**src/sv/pbc_pkg.sv**
```systemverilog
`timescale 1ns / 1ps
// ----------------------------------------------------------------------------
// Partitioned block convolver package
// Sizes, the accumulator width and the output rounding shared by all files.
// ----------------------------------------------------------------------------
package pbc_pkg;

    localparam int BLOCK_SIZE  = 64;
    localparam int PARTITIONS  = 16;
    localparam int SAMPLE_BITS = 16;
    localparam int COEF_BITS   = 16;
    localparam int TAP_DEPTH   = PARTITIONS * BLOCK_SIZE;
    localparam int TAP_AW      = $clog2(TAP_DEPTH);
    localparam int TCNT_W      = TAP_AW + 1;
    // The sample ring holds the current block and a full tap span behind it.
    localparam int RING_DEPTH  = 2 * TAP_DEPTH;
    localparam int RING_AW     = $clog2(RING_DEPTH);
    localparam int ROW_W       = $clog2(BLOCK_SIZE);
    localparam int PROD_W      = SAMPLE_BITS + COEF_BITS;
    localparam int ACC_W       = PROD_W + TAP_AW;
    localparam int SHIFT_W     = ACC_W - (COEF_BITS - 1);

    localparam logic OP_SAMPLE = 1'b0;
    localparam logic OP_TAP    = 1'b1;

    typedef struct packed {
        logic load;
        logic last;
    } pbc_emit_t;

    // Round half up at the Q1.15 point, then saturate to the sample width.
    function automatic logic signed [SAMPLE_BITS-1:0] round_sat(
        input logic signed [ACC_W-1:0] acc);
        logic signed [ACC_W-1:0]   biased;
        logic signed [SHIFT_W-1:0] shifted;
        logic signed [SHIFT_W-1:0] maxv;
        logic signed [SHIFT_W-1:0] minv;
        biased  = acc + (ACC_W'(1) <<< (COEF_BITS - 2));
        shifted = SHIFT_W'(biased >>> (COEF_BITS - 1));
        maxv    = SHIFT_W'((1 << (SAMPLE_BITS - 1)) - 1);
        minv    = -maxv - SHIFT_W'(1);
        if (shifted > maxv)
            return SAMPLE_BITS'(maxv);
        else if (shifted < minv)
            return SAMPLE_BITS'(minv);
        else
            return shifted[SAMPLE_BITS-1:0];
    endfunction

endpackage

```
**src/sv/pbc_ifs.sv**
```systemverilog


interface pbc_out_if import pbc_pkg::*; ();
    logic                          valid;
    logic                          ready;
    logic signed [SAMPLE_BITS-1:0] out_sample;
    logic                          out_last;

    modport source (output valid, out_sample, out_last, input ready);
    modport sink   (input valid, out_sample, out_last, output ready);
endinterface

```
**src/sv/pbc_out_stage.sv**
```systemverilog
`timescale 1ns / 1ps
// ----------------------------------------------------------------------------
// Output stage
// Rounds and saturates a finished sum and holds it until the beat is taken.
// ----------------------------------------------------------------------------
module pbc_out_stage
    import pbc_pkg::*;
(
    input  logic                    clk,
    input  logic                    rst_n,
    input  pbc_emit_t               emit,
    input  logic signed [ACC_W-1:0] acc,
    output logic                    can_load,
    pbc_out_if.source               result_ch
);

    logic                          valid_reg;
    logic signed [SAMPLE_BITS-1:0] data_reg;
    logic                          last_reg;

    assign can_load = !valid_reg || result_ch.ready;

    always_ff @(posedge clk or negedge rst_n)
    begin
        if (!rst_n)
        begin
            valid_reg <= 1'b0;
        end
        else if (emit.load && can_load)
        begin
            valid_reg <= 1'b1;
        end
        else if (result_ch.ready)
        begin
            valid_reg <= 1'b0;
        end
    end

    always_ff @(posedge clk)
    begin
        if (emit.load && can_load)
        begin
            data_reg <= round_sat(acc);
            last_reg <= emit.last;
        end
    end

    assign result_ch.valid      = valid_reg;
    assign result_ch.out_sample = data_reg;
    assign result_ch.out_last   = last_reg;

endmodule

```
**src/flat_wrapper.sv**
```systemverilog
// flat-port wrapper written by rule: the top's interface ports become plain ports
module pbc_out_stage_flat import pbc_pkg::*;
  (clk, rst_n, emit, acc, can_load, result_ch_valid, result_ch_out_sample, result_ch_out_last, result_ch_ready);
  pbc_out_if result_ch_i ();
  input  logic clk;
  input  logic rst_n;
  input  pbc_emit_t emit;
  input  logic signed [ACC_W-1:0] acc;
  output logic can_load;
  output wire logic [$bits(result_ch_i.valid)-1:0] result_ch_valid;
  output wire logic [$bits(result_ch_i.out_sample)-1:0] result_ch_out_sample;
  output wire logic [$bits(result_ch_i.out_last)-1:0] result_ch_out_last;
  input wire logic [$bits(result_ch_i.ready)-1:0] result_ch_ready;
  assign result_ch_valid = result_ch_i.valid;
  assign result_ch_out_sample = result_ch_i.out_sample;
  assign result_ch_out_last = result_ch_i.out_last;
  assign result_ch_i.ready = result_ch_ready;
  pbc_out_stage u_core (.clk(clk), .rst_n(rst_n), .emit(emit), .acc(acc), .can_load(can_load), .result_ch(result_ch_i));
endmodule
```
**config.mk**
```make
export PLATFORM = sky130hd
export DESIGN_NAME = pbc_out_stage_flat
export DESIGN_NICKNAME = d
export VERILOG_FILES = /design/src/sv/pbc_pkg.sv /design/src/sv/pbc_ifs.sv /design/src/sv/pbc_out_stage.sv /design/src/flat_wrapper.sv
export SDC_FILE = /design/constraint.sdc
export NUM_CORES = 1
export LEC_CHECK = 0
export BUFFER_PORTS_ARGS = -buffer_cell sky130_fd_sc_hd__buf_2
export CAP_MARGIN = 5
export CORE_UTILIZATION = 49
export CTS_BUF_LIST = sky130_fd_sc_hd__clkbuf_16
export DETAILED_ROUTE_END_ITERATION = 8
export GPL_TIMING_DRIVEN = 0
export PLACE_DENSITY_LB_ADDON = 0.08
export SYNTH_ARGS = -nofsm -noshare
export SYNTH_HDL_FRONTEND = slang
export SYNTH_SLANG_ARGS = --single-unit
```
**constraint.sdc**
```tcl
create_clock -name clk -period 3 [get_ports clk]
set_input_delay 0.75 -clock clk [delete_from_list [all_inputs] [get_ports clk]]
set_output_delay 0.75 -clock clk [all_outputs]
set_load 0.02 [all_outputs]
```
==> results.sh <==
export IMPL_status="finished, final reports clean"
export IMPL_drtIter0Drc=78
export IMPL_multi_input_area_um2=826
export IMPL_grt_ovfl_total=0
export IMPL_yosysWarnings=0
export IMPL_synth_async_reset_ratio=0.0556
export IMPL_register_area_um2=536
export IMPL_final_cell_area_um2=1880
export IMPL_period_minus_slack_ps=2980
export IMPL_clock_fmax_mhz=336
export IMPL_place_gp_congestion=0.792
export IMPL_diodes=0
export IMPL_placement_io_buffers=51
export IMPL_setup_viol=0
export IMPL_insertion_delay_ps=250
export IMPL_grt_first_pass_wirelength_um=4770
export IMPL_clock_skew_ps=1.10
export IMPL_pin_count=66
export IMPL_htreeDepth=1
export IMPL_synth_nets=186
export IMPL_slew_violations=0
export IMPL_syn_instance_count=138
export IMPL_ir_drop_mv=0.343
export IMPL_ys_seq_elements=18
export IMPL_final_antenna_net_count=0
export IMPL_cts_path_max_buffers=2
export IMPL_die_h_um=53.7
export IMPL_clock_sinks=18
export IMPL_syn_cell_area_um2=1310
export IMPL_placed_area_um2=1620
export IMPL_cp_end_kind="register"
export IMPL_via_per_inst=5.77
export IMPL_synth_edf_count=17
export IMPL_drt_pass1_iter_count=5
export IMPL_powerDensity_nw_per_um2=386
export IMPL_std_cell_rows=18
export IMPL_synth_flop_cell="edfxtp_1"
export IMPL_antenna_found_initial=0
export IMPL_grt_pass1_vias=1065
export IMPL_ys_types=36
export IMPL_grtUsageTotal=0.237
export IMPL_hold_viol=0
export IMPL_p_leak_nw=0.742
export IMPL_ctsHoldBuffers=0
export IMPL_die_w_um=53.7
export IMPL_final_net_count=249
export IMPL_synth_area_per_cell_um2=9.47
export IMPL_clockRootBuffer="clkbuf_16"
export IMPL_critPathKind="in -> reg"
export IMPL_dp_cells=219
export IMPL_worstMarginPinSlew_ps=744
export IMPL_finalCritPeriodShare=0.993
export IMPL_cts_tree="yes"
export IMPL_largest_register_ffs=16
export IMPL_cts_clk_slew_worst_paths_ps=50
export IMPL_start_kind="input port"
export IMPL_wl_um=3400
export IMPL_rsz0062_at_grt="yes"
export IMPL_drive_gt1_frac=0.400
export IMPL_fin_cells=230
export IMPL_cp_arrival_ps=2970
export IMPL_start_util=0.523
export IMPL_cp_max_fo=6
export IMPL_power_mw=0.726
export IMPL_syn_to_final_growth_pct=43.8
export IMPL_relSlewSlack=0.504
export IMPL_cts_inserted_buffers=3
export IMPL_min_path_type="in -> async"
export IMPL_grt_max_degree=18
export IMPL_coreArea_um2=2500
export IMPL_post_drt_wl_per_cell_um=14.8
export IMPL_drv_cap=0
export IMPL_yosysSeqAreaShare=0.410
export IMPL_via_count=1327
export IMPL_place_hpwl_um=2430
export IMPL_critPathRequiredTime_ps=2990
export IMPL_nFillCells=170
export IMPL_drc=0
export IMPL_dieArea_um2=2880
## per-layer routing
metal  global-route usage  vias to the layer above  part of all wire
met5                    0                        -                 0
met4               0.0658                        0             0.011
met3               0.0339                        4             0.076
met2                0.423                       72              0.50
met1                0.295                      600              0.41
li1                     -                      651                 -
## power breakdown
group	internal, mW	leakage (nW)	switching, mW
Combinational	0.0668	0.534	0.0954
Sequential	0.294	0.169	0.00306
Clock	0.177	0.0385	0.0903
## stage by stage
stage / util / setup slack [ps] / hold slack, ps / setup TNS, ps
after floorplan: - / 40.8 / 454 / 0
after global placement: 0.649 / -388 / 493 / -5100
after detailed placement: 0.649 / -514 / 521 / -6470
after CTS: 0.712 / 5.20 / 265 / 0
after global routing: 0.752 / -71.8 / 261 / -524
final: 0.752 / 20.9 / 266 / 0
## final cells by class
type / count / share of cell area
Clock buffer: 3 / 0.0399
Tap cell: 30 / 0.0200
Inverter: 7 / 0.0140
Clock inverter: 1 / 0.00200
Timing Repair Buffer: 59 / 0.192
Buffer: 2 / 0.00865
Multi-Input combinational cell: 110 / 0.439
Sequential cell: 18 / 0.285
## cell usage after synthesis, drive strengths merged (2+ instances only)
library cell / instances / share of area
o21ai: 19 / 0.078
nand2b: 3 / 0.014
edfxtp: 17 / 0.39
xnor2: 13 / 0.087
inv: 7 / 0.020
a211oi: 2 / 0.011
or4: 4 / 0.023
xor2: 6 / 0.040
nand3: 9 / 0.034
nor2: 7 / 0.020
nand2: 10 / 0.029
and3: 3 / 0.014
buf: 2 / 0.012
nor4: 6 / 0.029
nand4: 6 / 0.038
nor3: 8 / 0.031
## logic make-up (layout without fill, tap and decap cells)
group,after synthesis,after routing,synth area share
xor gates and xnor gates,19,19,0.127
DFF,18,18,0.410
muxes,1,1,0.00861
and+or+nand+nor,60,60,0.255
buffers and inverters,10,72,0.0364
adders and majority gates,1,1,0.00957
AOI/OAI and AO/OA,29,29,0.154
## worst paths after layout
| kind | start | endpoint | slack [ps] | cells after the start |
|---|---|---|---|---|
| worst max-delay path | acc[24] | u_core.result_ch.out_sample[10] | 20 | 9 |
| worst min-delay path | rst_n | u_core.result_ch.valid | 270 | 1 |
| worst max register to register | u_core.result_ch.valid | u_core.result_ch.out_sample[8] | 1540 | 2 |
| worst min register to register | u_core.result_ch.valid | u_core.result_ch.valid | 530 | 2 |
| max in group asynchronous | rst_n | u_core.result_ch.valid | 2650 | 1 |
| min in group clk | u_core.result_ch.valid | u_core.result_ch.valid | 530 | 2 |
## critical path, stage by stage
cell and delay [ps]:
buf_8 80, nand4_4 120, or4_4 610, or4_4 450, o31ai_4 70, a41oi_2 90, o41ai_4 500, buf_4 220
o21ai_1 60
## timing repair
action,4_1_cts,5_1_grt
pin swaps,2,2
endpoints found under the hold margin,0,0
cloned,1,0
setup buffers,3,4
resized for setup,13,19
endpoints found under the setup margin,15,15
## cells in the final DEF, fill, tap and decap left out, types with 2 or more instances in the layout
| cell type | count |
|---|---|
| o21ai_2 | 2 |
| buf_6 | 3 |
| nor2_1 | 7 |
| a211oi_1 | 2 |
| nand2_1 | 10 |
| or4_4 | 2 |
| buf_4 | 9 |
| nand3_1 | 9 |
| buf_8 | 3 |
| buf_2 | 45 |
| xor2_1 | 6 |
| nor4_1 | 4 |
| inv_1 | 7 |
| nor3_1 | 7 |
| and3_1 | 3 |
| or4_1 | 2 |
| clkbuf_16 | 3 |
| nand4_4 | 2 |
| nand4_1 | 4 |
| edfxtp_1 | 17 |
| nand2b_1 | 3 |
| o21ai_0 | 7 |
| o21ai_1 | 10 |
| xnor2_1 | 13 |
Power figures use the tool's default switching activity.
